===== src/rtl/otp_pkg.sv =====
`default_nettype none

package otp_pkg;

   // channel bank limits and defaults
   localparam int CHANNELS_DEF       = 12;
   localparam int INVERTER_INDEX_DEF = 9;
   localparam int STEERING_INDEX_DEF = 3;
   localparam int MAX_CHANNELS       = 16;
   localparam int MASK_W             = 12;

   // field widths
   localparam int CHAN_W    = 4;
   localparam int CUR_W     = 16;
   localparam int TIME_W    = 32;
   localparam int PCT_W     = 9;
   localparam int NOM_W     = 16;
   localparam int INRUSH_W  = 4;
   localparam int CSR_IDX_W = 4;
   localparam int CSR_DAT_W = 32;

   // scaled compare widths: current * 100 and nominal * percent
   localparam int C100_W    = 23;
   localparam int TH_W      = 25;
   localparam int PCT_SCALE = 100;

   // register reset values
   localparam logic [PCT_W-1:0]    WARN_PCT_RST    = 9'd110;
   localparam logic [PCT_W-1:0]    TIMER_PCT_RST   = 9'd140;
   localparam logic [PCT_W-1:0]    INSTANT_PCT_RST = 9'd170;
   localparam logic [TIME_W-1:0]   TIMEOUT_RST     = 32'd60000;
   localparam logic [NOM_W-1:0]    NOM_DEF_RST     = 16'd2000;
   localparam logic [NOM_W-1:0]    NOM_INV_RST     = 16'd2500;
   localparam logic [NOM_W-1:0]    NOM_STR_RST     = 16'd3000;
   localparam logic [INRUSH_W-1:0] INRUSH_RST      = 4'd3;

   // register indexes
   localparam logic [CSR_IDX_W-1:0] REG_WARN_PCT    = 4'd0;
   localparam logic [CSR_IDX_W-1:0] REG_TIMER_PCT   = 4'd1;
   localparam logic [CSR_IDX_W-1:0] REG_INSTANT_PCT = 4'd2;
   localparam logic [CSR_IDX_W-1:0] REG_TIMEOUT     = 4'd3;
   localparam logic [CSR_IDX_W-1:0] REG_NOM_DEF     = 4'd4;
   localparam logic [CSR_IDX_W-1:0] REG_NOM_INV     = 4'd5;
   localparam logic [CSR_IDX_W-1:0] REG_NOM_STR     = 4'd6;
   localparam logic [CSR_IDX_W-1:0] REG_INRUSH      = 4'd7;

   typedef enum logic [2:0] {
      LVL_NORMAL  = 3'd0,
      LVL_WARNING = 3'd1,
      LVL_TIMER   = 3'd2,
      LVL_INSTANT = 3'd3,
      LVL_TIMED   = 3'd4
   } level_type;

   typedef enum logic [1:0] {
      KIND_NONE    = 2'd0,
      KIND_WARNING = 2'd1,
      KIND_TIMER   = 2'd2,
      KIND_TRIP    = 2'd3
   } kind_type;

   typedef logic [MAX_CHANNELS-1:0] chvec_type;

   // configuration register bank
   typedef struct packed {
      logic [PCT_W-1:0]    warn_pct;
      logic [PCT_W-1:0]    timer_pct;
      logic [PCT_W-1:0]    instant_pct;
      logic [TIME_W-1:0]   timeout_ms;
      logic [NOM_W-1:0]    nom_def_ma;
      logic [NOM_W-1:0]    nom_inv_ma;
      logic [NOM_W-1:0]    nom_str_ma;
      logic [INRUSH_W-1:0] inrush_samples;
   } cfg_type;

   // item held in the input register, with scaled current and thresholds
   typedef struct packed {
      logic [CHAN_W-1:0] chan;
      logic              in_range;
      logic              is_inv;
      logic              is_str;
      logic [C100_W-1:0] c100;
      logic [TH_W-1:0]   th_inst;
      logic [TH_W-1:0]   th_timer;
      logic [TH_W-1:0]   th_warn;
      logic [TIME_W-1:0] time_ms;
      logic              on;
      logic              locked;
   } stage_type;

   // result item
   typedef struct packed {
      level_type         level;
      logic              trip;
      kind_type          kind;
      logic [CHAN_W-1:0] rpt_chan;
      logic [MASK_W-1:0] warn_mask;
      logic [MASK_W-1:0] timer_mask;
      logic [TIME_W-1:0] elapsed;
   } result_type;

endpackage

`default_nettype wire


===== src/rtl/otp_csr.sv =====
`default_nettype none

module otp_csr
   import otp_pkg::*;
(
   input  wire logic                 clock,
   input  wire logic                 reset,
   input  wire logic                 csr_valid,
   output logic                      csr_ready,
   input  wire logic [CSR_IDX_W-1:0] csr_index,
   input  wire logic [CSR_DAT_W-1:0] csr_data,
   output cfg_type                   cfg
);

   cfg_type cfg_ff;
   cfg_type cfg_in;

   assign csr_ready = 1'b1;
   assign cfg       = cfg_ff;

   // register write decode
   always_comb begin
      cfg_in = cfg_ff;
      if (csr_valid) begin
         case (csr_index)
            REG_WARN_PCT:    cfg_in.warn_pct       = csr_data[PCT_W-1:0];
            REG_TIMER_PCT:   cfg_in.timer_pct      = csr_data[PCT_W-1:0];
            REG_INSTANT_PCT: cfg_in.instant_pct    = csr_data[PCT_W-1:0];
            REG_TIMEOUT:     cfg_in.timeout_ms     = csr_data[TIME_W-1:0];
            REG_NOM_DEF:     cfg_in.nom_def_ma     = csr_data[NOM_W-1:0];
            REG_NOM_INV:     cfg_in.nom_inv_ma     = csr_data[NOM_W-1:0];
            REG_NOM_STR:     cfg_in.nom_str_ma     = csr_data[NOM_W-1:0];
            REG_INRUSH:      cfg_in.inrush_samples = csr_data[INRUSH_W-1:0];
            default:         cfg_in = cfg_ff;
         endcase
      end
   end

   always_ff @(posedge clock) begin
      if (reset) begin
         cfg_ff.warn_pct       <= WARN_PCT_RST;
         cfg_ff.timer_pct      <= TIMER_PCT_RST;
         cfg_ff.instant_pct    <= INSTANT_PCT_RST;
         cfg_ff.timeout_ms     <= TIMEOUT_RST;
         cfg_ff.nom_def_ma     <= NOM_DEF_RST;
         cfg_ff.nom_inv_ma     <= NOM_INV_RST;
         cfg_ff.nom_str_ma     <= NOM_STR_RST;
         cfg_ff.inrush_samples <= INRUSH_RST;
      end else begin
         cfg_ff <= cfg_in;
      end
   end

endmodule

`default_nettype wire


===== src/rtl/otp_scale.sv =====
`default_nettype none

module otp_scale
   import otp_pkg::*;
#(
   parameter int CHANNELS       = CHANNELS_DEF,
   parameter int INVERTER_INDEX = INVERTER_INDEX_DEF,
   parameter int STEERING_INDEX = STEERING_INDEX_DEF
)
(
   input  wire logic              clock,
   input  wire logic              reset,
   input  wire cfg_type           cfg,
   input  wire logic              in_valid,
   output logic                   in_ready,
   input  wire logic [CHAN_W-1:0] in_chan,
   input  wire logic [CUR_W-1:0]  in_cur,
   input  wire logic [TIME_W-1:0] in_time,
   input  wire logic              in_on,
   input  wire logic              in_locked,
   output logic                   stage_valid,
   input  wire logic              stage_take,
   output stage_type              stage
);

   logic      valid_ff;
   logic      valid_in;
   stage_type stage_ff;
   stage_type stage_in;
   logic      accept;
   logic [NOM_W-1:0] nom;

   assign in_ready    = !valid_ff || stage_take;
   assign accept      = in_valid && in_ready;
   assign stage_valid = valid_ff;
   assign stage       = stage_ff;

   // channel role and nominal current
   always_comb begin
      stage_in.chan     = in_chan;
      stage_in.in_range = {1'b0, in_chan} < (CHAN_W + 1)'(CHANNELS);
      stage_in.is_inv   = in_chan == CHAN_W'(INVERTER_INDEX);
      stage_in.is_str   = !stage_in.is_inv && (in_chan == CHAN_W'(STEERING_INDEX));
      if (stage_in.is_inv) begin
         nom = cfg.nom_inv_ma;
      end else if (stage_in.is_str) begin
         nom = cfg.nom_str_ma;
      end else begin
         nom = cfg.nom_def_ma;
      end
      // scaled current and the three thresholds, compared without division
      stage_in.c100     = C100_W'(in_cur) * C100_W'(PCT_SCALE);
      stage_in.th_inst  = TH_W'(nom) * TH_W'(cfg.instant_pct);
      stage_in.th_timer = TH_W'(nom) * TH_W'(cfg.timer_pct);
      stage_in.th_warn  = TH_W'(nom) * TH_W'(cfg.warn_pct);
      stage_in.time_ms  = in_time;
      stage_in.on       = in_on;
      stage_in.locked   = in_locked;
   end

   // input register occupancy
   always_comb begin
      if (accept) begin
         valid_in = 1'b1;
      end else if (stage_take) begin
         valid_in = 1'b0;
      end else begin
         valid_in = valid_ff;
      end
   end

   always_ff @(posedge clock) begin
      if (reset) begin
         valid_ff <= 1'b0;
      end else begin
         valid_ff <= valid_in;
      end
   end

   always_ff @(posedge clock) begin
      if (accept) begin
         stage_ff <= stage_in;
      end
   end

endmodule

`default_nettype wire


===== src/rtl/otp_tier.sv =====
`default_nettype none

module otp_tier
   import otp_pkg::*;
#(
   parameter int CHANNELS = CHANNELS_DEF
)
(
   input  wire logic      clock,
   input  wire logic      reset,
   input  wire cfg_type   cfg,
   input  wire logic      stage_valid,
   output logic           stage_take,
   input  wire stage_type stage,
   output logic           out_valid,
   input  wire logic      out_ready,
   output result_type     out_result
);

   localparam int IDX_W = (CHANNELS > 1) ? $clog2(CHANNELS) : 1;

   // per-channel protection state and per-role inrush counters
   logic [CHANNELS-1:0] run_ff;
   logic [CHANNELS-1:0] run_in;
   logic [CHANNELS-1:0] warn_ff;
   logic [CHANNELS-1:0] warn_in;
   logic [TIME_W-1:0]   start_ff [CHANNELS];
   logic [TIME_W-1:0]   start_in [CHANNELS];
   logic [INRUSH_W-1:0] inr_ff [2];
   logic [INRUSH_W-1:0] inr_in [2];

   logic                out_valid_ff;
   logic                out_valid_in;
   result_type          result_ff;
   result_type          result_in;

   logic [IDX_W-1:0]    idx;
   logic                load;
   logic                role;
   logic                role_sel;
   logic                run_cur;
   logic [TIME_W-1:0]   start_cur;
   logic [TIME_W-1:0]   start_eff;
   logic [TIME_W-1:0]   diff;
   logic [INRUSH_W-1:0] inr_cur;
   logic [INRUSH_W-1:0] inr_inc;
   logic                above_inst;
   logic                above_timer;
   logic                above_warn;
   logic                timed;
   logic                inr_trip;
   chvec_type           run_pad;
   chvec_type           warn_pad;

   assign stage_take = !out_valid_ff || out_ready;
   assign load       = stage_valid && stage_take;
   assign out_valid  = out_valid_ff;
   assign out_result = result_ff;

   // tier compares and current channel state
   assign idx         = stage.chan[IDX_W-1:0];
   assign role        = stage.is_inv || stage.is_str;
   assign role_sel    = stage.is_str;
   assign run_cur     = run_ff[idx];
   assign start_cur   = start_ff[idx];
   assign above_inst  = TH_W'(stage.c100) > stage.th_inst;
   assign above_timer = TH_W'(stage.c100) >= stage.th_timer;
   assign above_warn  = TH_W'(stage.c100) > stage.th_warn;
   assign timed       = above_timer || (above_warn && run_cur);
   assign start_eff   = run_cur ? start_cur : stage.time_ms;
   assign diff        = stage.time_ms - start_eff;
   assign inr_cur     = inr_ff[role_sel];
   assign inr_inc     = (inr_cur == {INRUSH_W{1'b1}}) ? inr_cur : inr_cur + INRUSH_W'(1);
   assign inr_trip    = !role || (inr_inc >= cfg.inrush_samples);

   // decision and next state
   always_comb begin
      run_in   = run_ff;
      warn_in  = warn_ff;
      start_in = start_ff;
      inr_in   = inr_ff;
      result_in.level    = LVL_NORMAL;
      result_in.trip     = 1'b0;
      result_in.kind     = KIND_NONE;
      result_in.rpt_chan = '0;
      result_in.elapsed  = '0;
      if (stage.in_range) begin
         if (!stage.on || stage.locked) begin
            run_in[idx]  = 1'b0;
            warn_in[idx] = 1'b0;
         end else if (above_inst) begin
            if (role) begin
               inr_in[role_sel] = inr_trip ? '0 : inr_inc;
            end
            if (inr_trip) begin
               run_in[idx]     = 1'b0;
               warn_in[idx]    = 1'b0;
               result_in.level = LVL_INSTANT;
               result_in.trip  = 1'b1;
               result_in.kind  = KIND_TRIP;
            end else begin
               warn_in[idx]    = 1'b1;
               result_in.level = LVL_WARNING;
            end
         end else begin
            if (role) begin
               inr_in[role_sel] = '0;
            end
            if (timed) begin
               warn_in[idx]  = 1'b1;
               run_in[idx]   = 1'b1;
               start_in[idx] = start_eff;
               if (!run_cur) begin
                  result_in.kind = KIND_TIMER;
               end
               if (diff >= cfg.timeout_ms) begin
                  run_in[idx]     = 1'b0;
                  warn_in[idx]    = 1'b0;
                  result_in.level = LVL_TIMED;
                  result_in.trip  = 1'b1;
                  result_in.kind  = KIND_TRIP;
               end else begin
                  result_in.level = LVL_TIMER;
               end
            end else if (above_warn) begin
               warn_in[idx]    = 1'b1;
               result_in.level = LVL_WARNING;
               result_in.kind  = KIND_WARNING;
            end else begin
               run_in[idx]  = 1'b0;
               warn_in[idx] = 1'b0;
            end
         end
         if (run_in[idx]) begin
            result_in.elapsed = diff;
         end
         if (result_in.kind != KIND_NONE || result_in.trip) begin
            result_in.rpt_chan = stage.chan;
         end
      end
      run_pad  = chvec_type'(run_in);
      warn_pad = chvec_type'(warn_in);
      result_in.warn_mask  = warn_pad[MASK_W-1:0];
      result_in.timer_mask = run_pad[MASK_W-1:0];
   end

   // result register occupancy
   always_comb begin
      if (load) begin
         out_valid_in = 1'b1;
      end else if (out_ready) begin
         out_valid_in = 1'b0;
      end else begin
         out_valid_in = out_valid_ff;
      end
   end

   always_ff @(posedge clock) begin
      if (reset) begin
         out_valid_ff <= 1'b0;
         run_ff       <= '0;
         warn_ff      <= '0;
         inr_ff[0]    <= '0;
         inr_ff[1]    <= '0;
      end else begin
         out_valid_ff <= out_valid_in;
         if (load) begin
            run_ff  <= run_in;
            warn_ff <= warn_in;
            inr_ff  <= inr_in;
         end
      end
   end

   // start times only matter while the timer runs, the result only while out_valid is set
   always_ff @(posedge clock) begin
      if (load) begin
         start_ff <= start_in;
         result_ff <= result_in;
      end
   end

`ifndef SYNTHESIS
   // a running timer always carries its warning flag
   a_timer_has_warning: assert property (@(posedge clock) disable iff (reset)
      (run_ff & ~warn_ff) == '0)
      else $error("timer running without warning flag");

   // a trip leaves its channel with no timer and no warning
   a_trip_clears: assert property (@(posedge clock) disable iff (reset)
      (load && stage.in_range && result_in.trip) |=>
         (!run_ff[$past(idx)] && !warn_ff[$past(idx)]))
      else $error("tripped channel still flagged");

   // state moves only with an item
   a_state_hold: assert property (@(posedge clock) disable iff (reset)
      !load |=> ($stable(run_ff) && $stable(warn_ff)))
      else $error("channel state changed without an item");

   // a normal level never carries a report
   a_normal_quiet: assert property (@(posedge clock) disable iff (reset)
      (out_valid_ff && result_ff.level == LVL_NORMAL) |->
         (result_ff.kind == KIND_NONE && !result_ff.trip))
      else $error("report on a normal level");
`endif

endmodule

`default_nettype wire


===== src/rtl/tiered_overcurrent_protection_core.sv =====
`default_nettype none

// Tiered overcurrent protection for a bank of load channels.
// req_ carries one current sample per item: the channel index in req_tuser and
// the current, millisecond timestamp and switch status in req_tdata. rsp_ returns
// one item per sample: protection level, trip command, report kind (rsp_tuser),
// report channel, warning and timer masks and the running timer's elapsed time.
// csr_ writes the thresholds, nominal currents, timeout and inrush count; it is
// always ready and should only be written while no item is in flight.
// Current and thresholds are scaled by the multipliers on the way into the input
// register; the tier compare then updates channel state and loads the result
// register, which drives rsp_tvalid. Throughput is one item per cycle while
// rsp_tready stays high.
// Reset restores the register defaults, clears all warning, timer and inrush
// state and empties both pipeline registers.
// When rsp_tready is low the result is held; one more item is taken into the
// input register and req_tready then drops until the result is taken.
module tiered_overcurrent_protection_core
   import otp_pkg::*;
#(
   parameter int CHANNELS       = CHANNELS_DEF,
   parameter int INVERTER_INDEX = INVERTER_INDEX_DEF,
   parameter int STEERING_INDEX = STEERING_INDEX_DEF
)
(
   input  wire logic                 clock,
   input  wire logic                 reset,
   input  wire logic                 req_tvalid,
   output logic                      req_tready,
   // current[15:0], time_ms[47:16], channel_on[48], channel_locked[49], zero[55:50]
   input  wire logic [55:0]          req_tdata,
   // channel[3:0]
   input  wire logic [CHAN_W-1:0]    req_tuser,
   output logic                      rsp_tvalid,
   input  wire logic                 rsp_tready,
   // level[2:0], trip[3], report_channel[7:4], warning_mask[19:8],
   // timer_mask[31:20], timer_elapsed_ms[63:32]
   output logic [63:0]               rsp_tdata,
   // report_kind[1:0]
   output logic [1:0]                rsp_tuser,
   input  wire logic                 csr_valid,
   output logic                      csr_ready,
   input  wire logic [CSR_IDX_W-1:0] csr_index,
   input  wire logic [CSR_DAT_W-1:0] csr_data
);

   cfg_type    cfg;
   stage_type  stage;
   logic       stage_valid;
   logic       stage_take;
   result_type result;

   otp_csr u_csr (
      .clock     (clock),
      .reset     (reset),
      .csr_valid (csr_valid),
      .csr_ready (csr_ready),
      .csr_index (csr_index),
      .csr_data  (csr_data),
      .cfg       (cfg)
   );

   otp_scale #(
      .CHANNELS       (CHANNELS),
      .INVERTER_INDEX (INVERTER_INDEX),
      .STEERING_INDEX (STEERING_INDEX)
   ) u_scale (
      .clock       (clock),
      .reset       (reset),
      .cfg         (cfg),
      .in_valid    (req_tvalid),
      .in_ready    (req_tready),
      .in_chan     (req_tuser),
      .in_cur      (req_tdata[15:0]),
      .in_time     (req_tdata[47:16]),
      .in_on       (req_tdata[48]),
      .in_locked   (req_tdata[49]),
      .stage_valid (stage_valid),
      .stage_take  (stage_take),
      .stage       (stage)
   );

   otp_tier #(
      .CHANNELS (CHANNELS)
   ) u_tier (
      .clock       (clock),
      .reset       (reset),
      .cfg         (cfg),
      .stage_valid (stage_valid),
      .stage_take  (stage_take),
      .stage       (stage),
      .out_valid   (rsp_tvalid),
      .out_ready   (rsp_tready),
      .out_result  (result)
   );

   // result packing
   assign rsp_tdata = {result.elapsed, result.timer_mask, result.warn_mask,
                       result.rpt_chan, result.trip, result.level};
   assign rsp_tuser = result.kind;

endmodule

`default_nettype wire


===== config.mk =====
export PLATFORM = sky130hd
export DESIGN_NAME = tiered_overcurrent_protection_core
export DESIGN_NICKNAME = d
export VERILOG_FILES = /design/src/rtl/otp_pkg.sv /design/src/rtl/otp_csr.sv /design/src/rtl/otp_scale.sv /design/src/rtl/otp_tier.sv /design/src/rtl/tiered_overcurrent_protection_core.sv
export SDC_FILE = /design/constraint.sdc
export NUM_CORES = 2
export LEC_CHECK = 0
export ABC_CLOCK_PERIOD_IN_PS = 9700
export CAP_MARGIN = 20
export CORE_MARGIN = 5
export CORE_UTILIZATION = 67
export CTS_BUF_LIST = sky130_fd_sc_hd__clkbuf_8
export DETAILED_ROUTE_END_ITERATION = 8
export DONT_BUFFER_PORTS = 1
export PLACE_DENSITY = 0.79
export SLEW_MARGIN = 0
export SYNTH_ARGS = -nofsm -noshare
export SYNTH_HDL_FRONTEND = slang
export SYNTH_SLANG_ARGS = --single-unit

===== constraint.sdc =====
create_clock -name clock -period 9.7 [get_ports clock]
set_clock_uncertainty 0.15 [all_clocks]
set_input_delay 1.94 -clock clock [delete_from_list [all_inputs] [get_ports clock]]
set_output_delay 1.94 -clock clock [all_outputs]
set_load 0.05 [all_outputs]

==> metrics.log <==
[metrics] Clock Sinks: 732
[metrics] Chip Height: 274 microns
[metrics] pin slew with the least headroom to its limit: 1.09 ns
[metrics] Worst Hold End: u_csr.cfg[30]
[metrics] Relative slew margins: 27.1%
[metrics] DRT Pass-1 Iters: 6
[metrics] core region area: 68800 sq um
[metrics] Final ANT Viol Nets: 0
[metrics] number of distinct library cells after synthesis: 94
[metrics] WS Path Type: flip-flop to flip-flop
[metrics] number of standard cells in the layout, taps in and fillers out: 5073
[metrics] hold-fix buffers at CTS: 0
[metrics] clock edge transition at the registers on the reported setup and hold paths: 0.06 ns
[metrics] DRT iter0 DRCs: 3105
[metrics] standard-cell row count: 96
[metrics] worst-case hold slack: 0.300 ns
[metrics] share of the synthesized area in compound gates (AO/OA/AOI/OAI): 7.04%
[metrics] met2 usage: 51.2%
[metrics] Pwr Total: 8.90 mW
[metrics] effective utilization at floorplan: 67.8%
[metrics] share of synthesized cell area in full adder, half adder and majority cells: 21.8%
[metrics] fraction of synthesized cell area in xor and xnor cells: 1.76%
[metrics] TritonCTS Buffers: 112
[metrics] crit path launch type: flip-flop
[metrics] maximum clock frequency: 0.116 GHz
[metrics] dominant register cell in the synthesized netlist: edfxtp_1
[metrics] RR Startpoint: u_scale.stage[135]
[metrics] largest cells by area after synthesis: edfxtp_1 (38%), fa_1 (13%), ha_1 (8.5%)
[metrics] initial antenna violation count: 5
[metrics] sequential share of the synthesized area: 44.0%
[metrics] Yosys warning total: 0
[metrics] endpoint class of the critical path: flip-flop
[metrics] global-route wire length before repair: 178 mm
[metrics] overall track demand over capacity in global routing: 30.6%
[metrics] Die Area: 75000 sq um
[metrics] # setup viols final: 0
[metrics] Skew-Pair Late Insertion Delay: 0.76 ns
[metrics] number of maximum-capacitance constraint violations: 0
[metrics] Global Route met1 Usage: 39.1%
[metrics] clock tree from TritonCTS: yes
[metrics] pin count of the biggest net entering global routing: 146
[metrics] minimum setup slack among reg-to-reg paths: 1.05 ns
[metrics] post-CTS repair timing setup buffer count: 0
[metrics] Layout Utilization: 72.9%
[metrics] hold path startpoint: u_csr.cfg[30]
[metrics] worst-case setup margin in the final layout: 1.05 ns
[metrics] layout overhead on the synthesized area: 7.54%
[metrics] final estimated routing congestion in global placement: 0.891
[metrics] most heavily used metal layer in global routing: met2
[metrics] total instance count after detailed placement: 4860
[metrics] internal power contribution: 6.04 mW
[metrics] final global-route overflow total: 0
[metrics] placement-stage worst setup slack: 0.875 ns
[metrics] die width: 274 microns
[metrics] top cell types by occurrence after synthesis: edfxtp_1 (587), nand2_1 (528), inv_1 (527), ha_1 (318), fa_1 (309)
[metrics] final routed wirelength across all metal layers: 113 mm
[metrics] ports placed on the boundary: 170
[metrics] worst r2r path cells: 25
[metrics] share of synthesized area spent on multiplexers: 6.36%
[metrics] CTS H-tree lvls: 3
[metrics] placed standard-cell area: 47800 sq um
[metrics] area of the mapped netlist: 46700 sq um
[metrics] Hold/Removal Path Class: flip-flop to flip-flop
[metrics] final worst-path cycle share: 89.2%
[metrics] average wire per cell in the routed design: 22.2 microns
[metrics] power spent charging and discharging nets: 2.86 mW
[metrics] clk buf depth: 3
[metrics] critical path arrival: 9.08 ns
[metrics] root buf cell: clkbuf_8
[metrics] area fraction in and, or, nand and nor cells after synthesis: 13.1%
[metrics] ratio of total power to cell area: 177 nW/um^2
[metrics] number of resized instances in the post-cts repair step: 0
[metrics] Worst Path Max Fanout: 37
[metrics] area share of the leading cell type in the synthesized netlist: 37.8%
[metrics] post-synthesis net count: 4769
[metrics] run status: complete, no violations
[metrics] Peak VDD IR: 0.000101 V
[metrics] post-synthesis area per instance: 11.5 sq um
[metrics] cell leakage power: 20.7 nW
[metrics] count of port buffers added during placement: 0
[metrics] most common cell in the netlist: edfxtp_1
[metrics] routed via count: 31.2k
[metrics] async set-reset flop share out of synthesis: 0%
[metrics] post-synth top area cell: edfxtp_1
[metrics] worst flop-to-flop path endpoint: u_tier.out_result[27]
[metrics] post-route design area: 50200 sq um
[metrics] required time at the endpoint of the critical path: 10.13 ns
[metrics] total of flip-flops plus latches after synthesis: 732
[metrics] part of the total power dissipated in sequential elements: 43.1%
[metrics] switching part of the total power: 32.2%
[metrics] number of design rule violations left after detail routing: 0
[metrics] combinational family with the most area after synthesis: adder cells
[metrics] setup repair after global routing missed its margin: false
[metrics] final count of pins violating max slew: 0
[metrics] number of global-route vias before repair: 32.2k
[metrics] share of final-layout standard cells stronger than drive strength 1: 12.1%
[metrics] number of synthesized flops with an enable pin: 587
[metrics] Final Net Count: 4775
[metrics] detailed-placement wirelength estimate: 77.0 mm
[metrics] vias per inst: 6.16
[metrics] Min Clock Period, post-route: 8.65 ns
[metrics] clock network fraction of total power: 29.3%
[metrics] final hold viol count: 0
[metrics] Hold Crit Depth: 2
[metrics] Global Route met3 Usage: 5.99%
[metrics] relative contribution of combinational cells to total power: 27.5%
[metrics] post-synthesis cell count: 4041
[metrics] setup TNS: 0 ns
[metrics] number of fillers in the final layout: 4590
[cell usage in the layout, fill, tap and decap left out, types with 20 or more instances in the layout]
cell | netlist | routed
edfxtp_1 | 587 | 587
inv_1 | 527 | 553
nand2_1 | 528 | 528
ha_1 | 318 | 318
fa_1 | 309 | 309
and2_1 | 195 | 194
nor2_1 | 198 | 193
a21oi_1 | 167 | 167
dfxtp_1 | 145 | 145
clkbuf_8 | 0 | 125
mux4_2 | 99 | 99
xnor2_1 | 66 | 66
buf_4 | 4 | 65
nand3_1 | 51 | 51
o21ai_0 | 46 | 46
a21o_1 | 42 | 42
or2_2 | 41 | 41
a221oi_1 | 38 | 38
mux2_2 | 34 | 34
mux2i_1 | 34 | 34
nor3_1 | 36 | 33
nand3b_1 | 31 | 31
nor4b_2 | 30 | 30
a211oi_1 | 28 | 28
xor2_1 | 28 | 28
clkinv_1 | 0 | 22
a211o_1 | 21 | 21
nand4_1 | 20 | 20
[power groups by stage]
stage | combinational [mW] | sequential (mW) | clock [mW]
2_1_floorplan | 1.85 | 3.82 | 0
3_3_place_gp | 2.32 | 3.90 | 0
3_5_place_dp | 2.41 | 3.90 | 0
4_1_cts | 2.44 | 3.84 | 2.64
5_1_grt | 2.75 | 3.85 | 2.80
6_report | 2.45 | 3.84 | 2.61
[layout make-up]
type,count,area [sq um],area share (%)
clock inverter,81,587,1.17
clock buffer,125,1720,3.43
antenna,3,7.51,0.0150
sequential,732,20500,40.9
tap,931,1160,2.32
inverter,530,2000,3.98
timing repair buffer,72,609,1.21
multi-input combinational,2599,23600,47.0
[metal layers]
metal  part of all wire [%]  vias to the layer above
li1                       -                    13931
met1                     37                    15444
met2                     49                     1511
met3                    9.0                      351
met4                    4.8                        2
met5                  0.012                        -
[how the worst max path moves through the flow]
stage | start | to | depth (start not counted)
floorplan | req_tuser[2] | u_scale.stage[58] | 24
global placement | req_tuser[2] | u_scale.stage[58] | 19
detailed placement | req_tuser[2] | u_scale.stage[58] | 19
CTS | u_scale.stage[135] | u_tier.out_result[27] | 25
global route | u_scale.stage[135] | u_tier.out_result[20] | 28
finish | u_scale.stage[135] | u_tier.out_result[27] | 25
[sequential cells by signal, indices dropped and copies added, names as in the netlist]
name and cells:
u_tier.start_ff 384, u_scale.stage 137, u_csr.cfg 111, u_tier.out_result 66
u_tier.run_ff 12, u_tier.warn_ff 12, u_tier.inr_ff 8, u_scale.stage_valid 1
u_tier.out_valid 1
[logic make-up (layout without fill, tap and decap cells)]
group	Yosys count	in the layout
flops	732	732
other cells	1	4
simple gates	1223	1223
xor+xnor	94	94
buf+inv	710	808
compound gates	486	486
mux	168	168
fa+ha+maj	627	627
[worst max-delay path, stage by stage, from the launching register on]
cell       delay [ns]
edfxtp_1         0.54
mux4_2           0.55
a22oi_2          0.24
nand2_4          0.36
clkinv_4         0.46
a221oi_1         0.12
or2_2            0.37
fa_1             0.47
a211o_1          0.34
a21oi_1          0.35
o2111ai_1        0.24
nand2_1          0.13
o21bai_1         0.15
a41o_1           0.31
a221o_1          0.32
o41ai_1          0.37
xnor2_1          0.32
ha_1             0.35
a21o_1           0.16
a211oi_1         0.49
nand2_1          0.20
buf_4            0.22
nor2_4           0.28
o311ai_4         0.32
buf_4            0.36
nor4b_2          0.26
Note: power is estimated with default switching activity, not from simulation.
